<file path="config.mk">
export PLATFORM = sky130hd
export DESIGN_NAME = quoted_argument_tokenizer
export DESIGN_NICKNAME = d
export VERILOG_FILES = /design/src/hw/rtl/qat_pkg.sv /design/src/hw/rtl/qat_scan.sv /design/src/hw/rtl/quoted_argument_tokenizer.sv
export VERILOG_INCLUDE_DIRS = /design/src /design/src/hw/rtl
export SDC_FILE = /design/constraint.sdc
export NUM_CORES = 1
export LEC_CHECK = 0
export BUFFER_PORTS_ARGS = -buffer_cell sky130_fd_sc_hd__buf_2
export CAP_MARGIN = 10
export CELL_PAD_IN_SITES_DETAIL_PLACEMENT = 1
export CELL_PAD_IN_SITES_GLOBAL_PLACEMENT = 1
export CORE_ASPECT_RATIO = 1.2
export CORE_MARGIN = 3
export CORE_UTILIZATION = 49
export CTS_CLUSTER_DIAMETER = 200
export DETAILED_ROUTE_END_ITERATION = 6
export PLACE_DENSITY_LB_ADDON = 0.1
export SYNTH_ARGS = -nofsm -noshare
export SYNTH_HDL_FRONTEND = slang
export SYNTH_SLANG_ARGS = --single-unit
</file>
<file path="constraint.sdc">
create_clock -name i_clk -period 9.1 [get_ports i_clk]
set_input_delay 0.91 -clock i_clk [delete_from_list [all_inputs] [get_ports i_clk]]
set_output_delay 0.91 -clock i_clk [all_outputs]
set_load 0.02 [all_outputs]
</file>
<file path="src/hw/rtl/assert_macros.svh">
// ----------------------------------------------------------------------------
// Assertion macros
// Shared concurrent assertion wrappers for the RTL of this project.
// ----------------------------------------------------------------------------
`ifndef ASSERT_MACROS_SVH
`define ASSERT_MACROS_SVH

// Checked on every clock edge outside of reset.
`define ASSERT_CLK(lbl, prop) \
    lbl: assert property (@(posedge i_clk) disable iff (!i_rst_n) prop) \
        else $error("assertion failed");

// Checked on every clock edge, reset included.
`define ASSERT_ALWAYS(lbl, prop) \
    lbl: assert property (@(posedge i_clk) prop) \
        else $error("assertion failed");

`endif

</file>
<file path="src/hw/rtl/qat_pkg.sv">
// ----------------------------------------------------------------------------
// Quoted argument tokenizer package
// Types, character codes and helpers shared by the tokenizer modules.
// ----------------------------------------------------------------------------
package qat_pkg;

    localparam int MAX_WORD_LEN = 256;
    localparam int WLEN_W       = $clog2(MAX_WORD_LEN + 1);
    localparam int WCNT_W       = 7;

    localparam logic [WCNT_W-1:0] MAX_WORDS_RESET = 7'd16;

    localparam logic [7:0] CH_NUL    = 8'h00;
    localparam logic [7:0] CH_TAB    = 8'h09;
    localparam logic [7:0] CH_CR     = 8'h0D;
    localparam logic [7:0] CH_SPACE  = 8'h20;
    localparam logic [7:0] CH_DQUOTE = 8'h22;
    localparam logic [7:0] CH_HASH   = 8'h23;
    localparam logic [7:0] CH_SQUOTE = 8'h27;
    localparam logic [7:0] CH_SEMI   = 8'h3B;
    localparam logic [7:0] CH_BSLASH = 8'h5C;

    typedef enum logic [1:0] {
        MODE_BETWEEN = 2'd0,
        MODE_DQUOTE  = 2'd1,
        MODE_BARE    = 2'd2,
        MODE_SQUOTE  = 2'd3
    } t_mode;

    typedef enum logic [2:0] {
        ST_OK       = 3'd0,
        ST_BAD_ESC  = 3'd1,
        ST_TOO_LONG = 3'd2,
        ST_OPEN_DQ  = 3'd3,
        ST_OPEN_SQ  = 3'd4,
        ST_RESIDUAL = 3'd5
    } t_status;

    typedef struct packed {
        t_mode              mode;
        logic               esc;
        logic [WLEN_W-1:0]  wlen;
        logic [WCNT_W-1:0]  wfound;
        logic               skip;
        t_status            err;
    } t_scan_state;

    localparam t_scan_state SCAN_STATE_RESET = '{
        mode:   MODE_BETWEEN,
        esc:    1'b0,
        wlen:   '0,
        wfound: '0,
        skip:   1'b0,
        err:    ST_OK
    };

    typedef struct packed {
        logic               char_valid;
        logic [7:0]         char_out;
        logic               word_end;
        logic               line_done;
        logic [WCNT_W-1:0]  word_count;
        t_status            line_status;
    } t_scan_result;

    // White space includes the line terminator.
    function automatic logic is_blank(input logic [7:0] c);
        return (c == CH_NUL) || (c == CH_SPACE) || ((c >= CH_TAB) && (c <= CH_CR));
    endfunction

endpackage

</file>
<file path="src/hw/rtl/qat_scan.sv">
// ----------------------------------------------------------------------------
// Tokenizer scan step
// Next line state and result for one byte, given the current line state.
// ----------------------------------------------------------------------------
module qat_scan (
    input  qat_pkg::t_scan_state                i_state,
    input  logic [7:0]                          i_char,
    input  logic [qat_pkg::WCNT_W-1:0]          i_max_words,
    output qat_pkg::t_scan_state                o_state,
    output qat_pkg::t_scan_result               o_result
);

    logic w_blank;
    logic w_emit;
    logic w_fin;
    logic w_halt;

    assign w_blank = qat_pkg::is_blank(i_char);

    always_comb begin
        o_state  = i_state;
        o_result = '0;
        w_emit   = 1'b0;
        w_fin    = 1'b0;
        w_halt   = 1'b0;

        if (!i_state.skip) begin
            if (!i_state.esc && (i_char == qat_pkg::CH_BSLASH) &&
                (i_state.mode != qat_pkg::MODE_SQUOTE)) begin
                o_state.esc = 1'b1;
            end else begin
                case (i_state.mode)
                    qat_pkg::MODE_BETWEEN: begin
                        if (!w_blank) begin
                            // A comment starts even after a backslash.
                            if ((i_char == qat_pkg::CH_SEMI) ||
                                (i_char == qat_pkg::CH_HASH)) begin
                                o_state.skip = 1'b1;
                                w_halt       = 1'b1;
                            end else if (!i_state.esc && (i_char == qat_pkg::CH_DQUOTE)) begin
                                o_state.mode = qat_pkg::MODE_DQUOTE;
                            end else if (!i_state.esc && (i_char == qat_pkg::CH_SQUOTE)) begin
                                o_state.mode = qat_pkg::MODE_SQUOTE;
                            end else begin
                                w_emit       = 1'b1;
                                o_state.mode = qat_pkg::MODE_BARE;
                            end
                        end
                    end
                    qat_pkg::MODE_BARE: begin
                        if (!i_state.esc && w_blank) begin
                            w_fin = 1'b1;
                        end else begin
                            w_emit = (i_char != qat_pkg::CH_NUL);
                        end
                    end
                    qat_pkg::MODE_DQUOTE: begin
                        if (!i_state.esc && (i_char == qat_pkg::CH_DQUOTE)) begin
                            w_fin = 1'b1;
                        end else begin
                            w_emit = (i_char != qat_pkg::CH_NUL);
                        end
                    end
                    qat_pkg::MODE_SQUOTE: begin
                        if (i_char == qat_pkg::CH_SQUOTE) begin
                            w_fin = 1'b1;
                        end else begin
                            w_emit = (i_char != qat_pkg::CH_NUL);
                        end
                    end
                    default: begin
                    end
                endcase

                if (!w_halt) begin
                    if (w_fin) begin
                        o_state.mode      = qat_pkg::MODE_BETWEEN;
                        o_state.wlen      = '0;
                        o_state.wfound    = i_state.wfound + qat_pkg::WCNT_W'(1);
                        o_result.word_end = 1'b1;
                    end
                    // Only a backslash, a double quote or white space may be escaped.
                    if (i_state.esc && w_emit &&
                        !((i_char == qat_pkg::CH_BSLASH) ||
                          (i_char == qat_pkg::CH_DQUOTE) || w_blank)) begin
                        o_state.err  = qat_pkg::ST_BAD_ESC;
                        o_state.skip = 1'b1;
                        w_halt       = 1'b1;
                    end else begin
                        o_state.esc = 1'b0;
                    end
                end
            end

            if (!w_halt && w_emit) begin
                if (i_state.wlen >= qat_pkg::WLEN_W'(qat_pkg::MAX_WORD_LEN)) begin
                    o_state.err  = qat_pkg::ST_TOO_LONG;
                    o_state.skip = 1'b1;
                    w_halt       = 1'b1;
                end else begin
                    o_state.wlen        = i_state.wlen + qat_pkg::WLEN_W'(1);
                    o_result.char_valid = 1'b1;
                    o_result.char_out   = i_char;
                end
            end

            if (!w_halt && (o_state.wfound >= i_max_words)) begin
                o_state.skip = 1'b1;
            end
        end

        if (i_char == qat_pkg::CH_NUL) begin
            o_result.line_done = 1'b1;
            if (o_state.err != qat_pkg::ST_OK) begin
                o_result.line_status = o_state.err;
            end else begin
                case (o_state.mode)
                    qat_pkg::MODE_DQUOTE: o_result.line_status = qat_pkg::ST_OPEN_DQ;
                    qat_pkg::MODE_SQUOTE: o_result.line_status = qat_pkg::ST_OPEN_SQ;
                    qat_pkg::MODE_BARE:   o_result.line_status = qat_pkg::ST_RESIDUAL;
                    default:              o_result.word_count  = o_state.wfound;
                endcase
            end
            o_state = qat_pkg::SCAN_STATE_RESET;
        end
    end

endmodule

</file>
<file path="src/hw/rtl/quoted_argument_tokenizer.sv">
// ----------------------------------------------------------------------------
// Quoted argument tokenizer
// Splits a byte stream into shell-style words, one byte per unstalled clock.
// ----------------------------------------------------------------------------
// Usage:
// Line bytes enter on the input channel (i_in_valid, o_in_stall, i_char_in),
// one byte per transfer; a zero byte ends the line. Every input byte yields
// exactly one result on the output channel (o_out_valid, i_out_stall): a word
// character after quote and escape removal, a word end mark, and on the
// terminator the line status and word count.
// A byte lands in the input register at its transfer; the scan step computes
// the result and the next line state from it, and the result register
// presents it. Throughput is one byte per clock while the receiver does not
// stall; the only loop is the line state update. When the receiver stalls,
// the result register holds its value, and the input register fills once
// more before o_in_stall rises, so no byte is lost. The user writes the word
// limit register with i_cfg_we and i_cfg_data only while the block is idle;
// the block itself does not enforce this. Synchronous reset empties both
// registers, clears the line state and sets the word limit to sixteen.
// ----------------------------------------------------------------------------
`include "assert_macros.svh"

module quoted_argument_tokenizer (
    input  logic                            i_clk,
    input  logic                            i_rst_n,
    input  logic                            i_cfg_we,
    input  logic [qat_pkg::WCNT_W-1:0]      i_cfg_data,
    input  logic                            i_in_valid,
    output logic                            o_in_stall,
    input  logic [7:0]                      i_char_in,
    output logic                            o_out_valid,
    input  logic                            i_out_stall,
    output logic                            o_char_valid,
    output logic [7:0]                      o_char_out,
    output logic                            o_word_end,
    output logic                            o_line_done,
    output logic [qat_pkg::WCNT_W-1:0]      o_word_count,
    output logic [2:0]                      o_line_status
);

    logic [qat_pkg::WCNT_W-1:0] r_max_words;
    logic                       r_s1_valid;
    logic [7:0]                 r_s1_char;
    qat_pkg::t_scan_state       r_state;
    qat_pkg::t_scan_state       n_state;
    logic                       r_out_valid;
    qat_pkg::t_scan_result      r_out;
    qat_pkg::t_scan_result      n_result;

    logic w_out_adv;
    logic w_in_take;
    logic w_step;

    // The result register can take a new value when it is empty or its
    // current result is transferred in this cycle.
    assign w_out_adv  = !r_out_valid || !i_out_stall;
    assign o_in_stall = r_s1_valid && !w_out_adv;
    assign w_in_take  = i_in_valid && !o_in_stall;
    // A byte in the input register is scanned and retired this cycle.
    assign w_step     = r_s1_valid && w_out_adv;

    qat_scan u_scan (
        .i_state     (r_state),
        .i_char      (r_s1_char),
        .i_max_words (r_max_words),
        .o_state     (n_state),
        .o_result    (n_result)
    );

    always_ff @(posedge i_clk) begin
        if (!i_rst_n) begin
            r_max_words <= qat_pkg::MAX_WORDS_RESET;
            r_s1_valid  <= 1'b0;
            r_out_valid <= 1'b0;
            r_state     <= qat_pkg::SCAN_STATE_RESET;
        end else begin
            if (i_cfg_we) begin
                r_max_words <= i_cfg_data;
            end
            if (!o_in_stall) begin
                r_s1_valid <= i_in_valid;
            end
            if (w_out_adv) begin
                r_out_valid <= r_s1_valid;
            end
            if (w_step) begin
                r_state <= n_state;
            end
        end
    end

    // Payload registers load only on a move and need no reset.
    always_ff @(posedge i_clk) begin
        if (w_in_take) begin
            r_s1_char <= i_char_in;
        end
        if (w_step) begin
            r_out <= n_result;
        end
    end

    assign o_out_valid   = r_out_valid;
    assign o_char_valid  = r_out.char_valid;
    assign o_char_out    = r_out.char_out;
    assign o_word_end    = r_out.word_end;
    assign o_line_done   = r_out.line_done;
    assign o_word_count  = r_out.word_count;
    assign o_line_status = r_out.line_status;

    // Count and status are only reported on the terminator.
    `ASSERT_CLK(a_count_only_on_done,
        (o_out_valid && !o_line_done) |->
            (o_word_count == '0 && o_line_status == qat_pkg::ST_OK))
    // An error status carries no word count.
    `ASSERT_CLK(a_no_count_on_error,
        (o_out_valid && o_line_status != qat_pkg::ST_OK) |-> (o_word_count == '0))
    // The terminator is never given out as a word character.
    `ASSERT_CLK(a_char_not_terminator,
        (o_out_valid && o_char_valid) |->
            (o_char_out != qat_pkg::CH_NUL && !o_line_done))
    // Retiring a terminator starts a fresh line.
    `ASSERT_CLK(a_line_cleared,
        (w_step && r_s1_char == qat_pkg::CH_NUL) |=>
            (r_state.wfound == '0 && !r_state.skip &&
             r_state.mode == qat_pkg::MODE_BETWEEN))
    // Reset leaves the result register empty and the default word limit.
    `ASSERT_ALWAYS(a_reset_state,
        !i_rst_n |=> (!o_out_valid && r_max_words == qat_pkg::MAX_WORDS_RESET))

endmodule

</file>
==> impl_metrics.ini, run 1 <==
[global_routing]
grt_max_degree = 31
globalRouteOverflowTotal = 0
grt_antenna_before_repair = 0
grt_pass1_vias = 2789
grt.total_usage_pct = 20.6
grt_first_pass_wirelength_mm = 13.5

[cts]
clk_path_buf_depth = 2
post_cts_resize_count = 0
clk_pin_slew_ps = 70
cts_max_level = 3
cts_tree = done
clkSinkCount = 61
postCtsSetupBuffers = 0
cts_buffers = 9
root_buffer = clkbuf_8
cts_hold_buf = 0
insertion_delay_ps = 340

[synth]
syn-num-nets = 388
yosysSeqAreaShare_pct = 42.8
yosysTopAreaCell = edfxtp_1
yosys.area_share.adder_pct = 4.96
yosysWarnings = 0
synth-edff-count = 29
synthXorXnorAreaFrac_pct = 3.22
yosys-top-cells-count = dfxtp_1, nor2_1, edfxtp_1
avgSynthCellArea_um2 = 9.98
yosysMostFrequentCell = dfxtp_1
ys.flop_type = dfxtp_1
synthCells = 354
synth_top_area_share_pct = 24.7
synth_top_family_by_area = simple AND/OR/NAND/NOR gates
synth_simple_gate_area_share_pct = 23.3
synthTopCellsByArea = edfxtp_1, dfxtp_1, ha_1, nor2_1, nand2_1
ys_async_sr_fraction_pct = 0
ys_ff_latch = 61
synth_compound_area_share_pct = 15.8
muxShareOfSynthArea_pct = 2.55
syn_area_um2 = 3530
ys_types = 68

[layout]
n_fill_cell = 824
fin_cells = 478
num_antenna_cells = 0
syn2layout_area_growth_pct = 9.10
regArea_um2 = 1510
finalNetCount = 420
drive_gt1_share_pct = 19.7
multi_input_area_um2 = 1760

[setup_path]
slowest_delay_ps = 660
crit_family = simple AND/OR/NAND/NOR gates
worstPathArrival_ps = 3700
slowest_stage = nor2_1
crit_path_frequent_cell = nor2_1
cp-start-kind = flip-flop
end_kind = flip-flop
crit_chain = or4_1, a211oi_2, a32oi_2, nor2_1, nor2_1, ha_1, nor2_1, nand4_1, nor2_1
r2r_slack_ps = 5590
reg2regPathDepth = 9
r2r-end = o_word_count[5]$_SDFFCE_PP0P_
cp_data_required_time_ps = 9290
crit_type = reg2reg
crit_fanout = 11
timing.rr.start = r_s1_char[0]$_DFFE_PP_
worst-path-buf-inv = 0

[run_status]
outcome = complete, no violations

[place]
portBuffers = 42
gp_congestion = 0.788
placed_cells = 462
dpl.hpwl_mm = 5.91

[power]
max-vdd-ir-drop_v = 0.000106
powerDensity_nw_per_um2 = 159
p_leak_nw = 1.49

[detailed_routing]
ant_nets = 0
wl_per_cell_um = 17.4
drc = 0
totalWireLength_mm = 8.32
vias = 2812
vias_per_cell = 5.88
firstDrtPassIters = 5
drtIter0Drc = 78

[min_path]
worstHoldStart = r_state[18]$_SDFFE_PN0P_
worstHoldEndpoint = r_state[18]$_SDFFE_PN0P_
hp-class = reg2reg
hold_depth = 1

[timing]
fin_crit_ps = 3510
tightest_slew_ps = 974
clock_skew_ps = 9.46
rsz0062_at_grt = no
report.final.slew_viol_count = 0
tns_ps = 0
post-route-period-util_pct = 38.6
setup_viol = 0
timing.slew.headroom_pct = 34.6
hold_viol = 0
max_clock_freq_mhz = 285

[floorplanning]
die_width_um = 83.5
die_area_um2 = 8270
io_pins = 43
fp.dieH_um = 99.0
initial_core_util_pct = 50.9
core_area_um2 = 6940
rows = 33

[flow_run]
maxCapViolCount = 0
-- kinds of logic after synthesis --
kind of cell	count (synthesis)
multiplexers	9
adder cells (fa/ha/maj)	14
AND/OR/NAND/NOR	149
buffers and inverters	37
AO/OA/AOI/OAI	71
flip-flops	61
XOR/XNOR	13
-- through the flow --
stage	setup slack [ps]	power, W	instance area, um^2	util, %	hold slack (ps)
after CTS	5620	0.000615	3850	55.6	485
after global placement	5490	0.000370	3660	52.8	458
final	5590	0.000611	3850	55.6	492
after global routing	5350	0.000632	3850	55.6	522
after floorplan	6070	0.000359	3530	-	431
after detailed placement	5450	0.000372	3660	52.8	473
-- sequential cells by signal, summed over array words and instances, names as in the netlist --
signal / cells
r_max_words: 7
o_word_count: 7
o_line_status: 3
o_line_done: 1
r_s1_valid: 1
o_word_end: 1
o_char_out: 8
o_char_valid: 1
r_s1_char: 8
o_out_valid: 1
r_state: 23
-- final cells by class --
cell class | count | share of cell area (%)
timing repair buffer | 43 | 5.65
clock inverter | 5 | 1.33
clock buffer | 11 | 3.67
sequential | 61 | 39.2
multi-input combinational | 256 | 45.7
inverter | 15 | 1.59
tap | 87 | 2.82
-- metal layers --
metal | up-vias | part of all wire, % | GRT usage (%)
met1 | 1375 | 43 | 24.3
li1 | 1370 | - | -
met5 | - | 0 | 0
met2 | 55 | 52 | 36.9
met4 | 0 | 1.8 | 8.66
met3 | 12 | 3.8 | 3.76
-- how the worst max path moves through the flow --
stage | depth (start not counted) | start | slack (ps) | to
2_1_floorplan | 13 | r_s1_char[0]$_DFFE_PP_ | 6070 | r_state[3]$_SDFFE_PN0P_
3_3_place_gp | 11 | i_out_stall | 5490 | r_state[18]$_SDFFE_PN0P_
3_5_place_dp | 11 | i_out_stall | 5450 | r_state[15]$_SDFFE_PN0P_
4_1_cts | 9 | r_s1_char[0]$_DFFE_PP_ | 5620 | o_word_count[3]$_SDFFCE_PP0P_
5_1_grt | 9 | r_s1_char[0]$_DFFE_PP_ | 5350 | o_word_count[6]$_SDFFCE_PP0P_
6_report | 9 | r_s1_char[0]$_DFFE_PP_ | 5590 | o_word_count[5]$_SDFFCE_PP0P_
-- where the power goes --
part | total [W] | switching [W] | internal (W)
clock | 0.000245 | 0.000113 | 0.000132
combinational | 0.0000590 | 0.0000364 | 0.0000227
sequential | 0.000307 | 0.00000833 | 0.000299
-- cells in the final DEF, fill, tap and decap left out, drive strengths merged, types with 2 or more instances in the layout --
cell type,synthesis,layout
nor4,2,2
o211ai,7,7
clkinv,1,4
a2111oi,2,2
o21ai,15,15
and2,4,4
a21oi,8,8
nand3,12,12
mux2i,9,9
nor3b,2,2
or3,4,4
nand4bb,2,2
nor3,12,12
nand2,28,28
nand2b,2,2
dfxtp,32,32
a211oi,4,4
nor4bb,3,3
xnor2,4,4
a21o,4,4
edfxtp,29,29
a32o,4,4
nand3b,3,3
buf,13,43
nand4,9,9
nor2,30,30
clkbuf,8,11
and3,16,16
or4,4,4
ha,14,14
nor2b,10,10
a31oi,8,8
nor4b,2,2
or2,2,2
inv,14,14
a211o,2,2
a21boi,4,4
xor2,9,9
o31ai,3,3
Note: power is estimated with default switching activity, not from simulation.
==> run 2, diff against run 1 <==
--- a/config.mk
+++ b/config.mk
@@ -12,7 +12,7 @@
 export CELL_PAD_IN_SITES_GLOBAL_PLACEMENT = 1
 export CORE_ASPECT_RATIO = 1.2
 export CORE_MARGIN = 3
-export CORE_UTILIZATION = 49
+export CORE_UTILIZATION = 45
 export CTS_CLUSTER_DIAMETER = 200
 export DETAILED_ROUTE_END_ITERATION = 6
 export PLACE_DENSITY_LB_ADDON = 0.1
==> constraint.sdc (replaced) <==
create_clock -name i_clk -period 3.35 [get_ports i_clk]
set_input_delay 0.335 -clock i_clk [delete_from_list [all_inputs] [get_ports i_clk]]
set_output_delay 0.335 -clock i_clk [all_outputs]
set_load 0.02 [all_outputs]
==> impl_metrics.ini, run 2 (synthesized netlist as in run 1, its figures left out) <==
[timing]
timing.slew.headroom_pct = 27.7
fin_ws_ps = 132
tightest_slew_ps = 1080
report.final.slew_viol_count = 0
clock_skew_ps = 6.67
fin_crit_ps = 3220
tns_ps = 0
max_clock_freq_mhz = 311
holdWs_ps = 168
post-route-period-util_pct = 96.1
hold_viol = 0
setup_viol = 0

[cts]
clk_pin_slew_ps = 70
cts_max_level = 3
clk_path_buf_depth = 2
cts_tree = done
root_buffer = clkbuf_8
clkSinkCount = 61
insertion_delay_ps = 340
cts_buffers = 9

[global_routing]
grt_antenna_before_repair = 0
grt_max_degree = 30
grt_pass1_vias = 2958
grt_first_pass_wirelength_mm = 14.6
globalRouteOverflowTotal = 0
grt.total_usage_pct = 21.1

[layout]
regArea_um2 = 1510
finalNetCount = 434
n_fill_cell = 883
drive_gt1_share_pct = 22.2
largest_reg_flops = 23
final_area_um2 = 3950
multi_input_area_um2 = 1760
syn2layout_area_growth_pct = 11.9
layout_common_cells = buf_2, dfxtp_1, nor2_1
top_register = r_state
num_antenna_cells = 0
final_common_cell = buf_2

[detailed_routing]
vias = 2862
firstDrtPassIters = 6
wl_per_cell_um = 17.9
drc = 0
totalWireLength_mm = 8.85
vias_per_cell = 5.78
ant_nets = 0
drtIter0Drc = 125

[place]
gp_congestion = 0.879
place_area_um2 = 3750
dp_slack_ps = 189
dpl.hpwl_mm = 6.29
portBuffers = 42

[power]
max-vdd-ir-drop_v = 0.000267
power.total_w = 0.00164
p_leak_nw = 1.56
powerDensity_nw_per_um2 = 414

[setup_path]
end_kind = flip-flop
slowest_delay_ps = 440
crit_path_frequent_cell = a21o_1
cp_data_required_time_ps = 3570
cp-start-kind = flip-flop
crit_fanout = 7
crit_type = reg2reg
slowest_stage = nor4_1
crit_chain = buf_4, nor4_1, a211o_1, a32oi_2, nand2_1, nand2_1, ha_1, a21o_1, a21o_1, a21o_1, a211o_1, o211ai_1, a31oi_1
worstPathArrival_ps = 3440

[flow_run]
maxCapViolCount = 0

[floorplanning]
core_area_um2 = 7440
initial_core_util_pct = 47.4
rows = 34
fp.dieH_um = 103
die_area_um2 = 8950
io_pins = 43
die_width_um = 86.9

[min_path]
hp-class = in2reg

[run_status]
outcome = complete, no violations
## run 2: worst max-delay path, delay by kind of cell (launching register included)
family / cells / cell delay (ps)
and+or+nand+nor: 3 / 730
buffers and inverters: 1 / 190
DFF: 1 / 430
adders and majority gates: 1 / 290
AOI/OAI and AO/OA: 8 / 1470
## run 2: routing by layer
metal	global-route usage, %	vias to the layer above	routed length (um)
li1	-	1400	-
met1	24.3	1404	3800
met2	38.6	42	4630
met3	4.16	16	245
met4	7.31	0	172
met5	0	-	0
## run 2: worst paths after layout
path / startpoint / to / slack (ps) / depth (start not counted)
min reg2reg: r_state[15]$_SDFFE_PN0P_ / r_state[15]$_SDFFE_PN0P_ / 480 / 1
max: r_s1_char[0]$_DFFE_PP_ / r_state[3]$_SDFFE_PN0P_ / 130 / 13
min: i_char_in[1] / r_s1_char[1]$_DFFE_PP_ / 170 / 1
max reg2reg: r_s1_char[0]$_DFFE_PP_ / r_state[3]$_SDFFE_PN0P_ / 130 / 13
## run 2: final cells by class
type	count	share of cell area (%)
Inverter	15	1.55
Sequential cell	61	38.2
Timing Repair Buffer	57	8.16
Clock inverter	6	1.39
Multi-Input combinational cell	256	44.6
Clock buffer	10	3.23
Tap cell	90	2.85
## run 2: per-stage QoR
step	utilization, %	cells
final	53.1	495
after global placement	50.4	477
after CTS	52.9	493
after global routing	53.1	495
after floorplan	-	354
after detailed placement	50.4	477
## run 2: what timing repair did
action,4_1_cts,5_1_grt
hold buffers,0,0
buffers inserted,0,2
resized for setup,0,1
endpoints found under the setup margin,0,8
## run 2: power by group
part	internal [W]	leakage (nW)	switching, W
Clock	0.000336	0.0911	0.000295
Combinational	0.0000693	0.931	0.000106
Sequential	0.000812	0.533	0.0000201
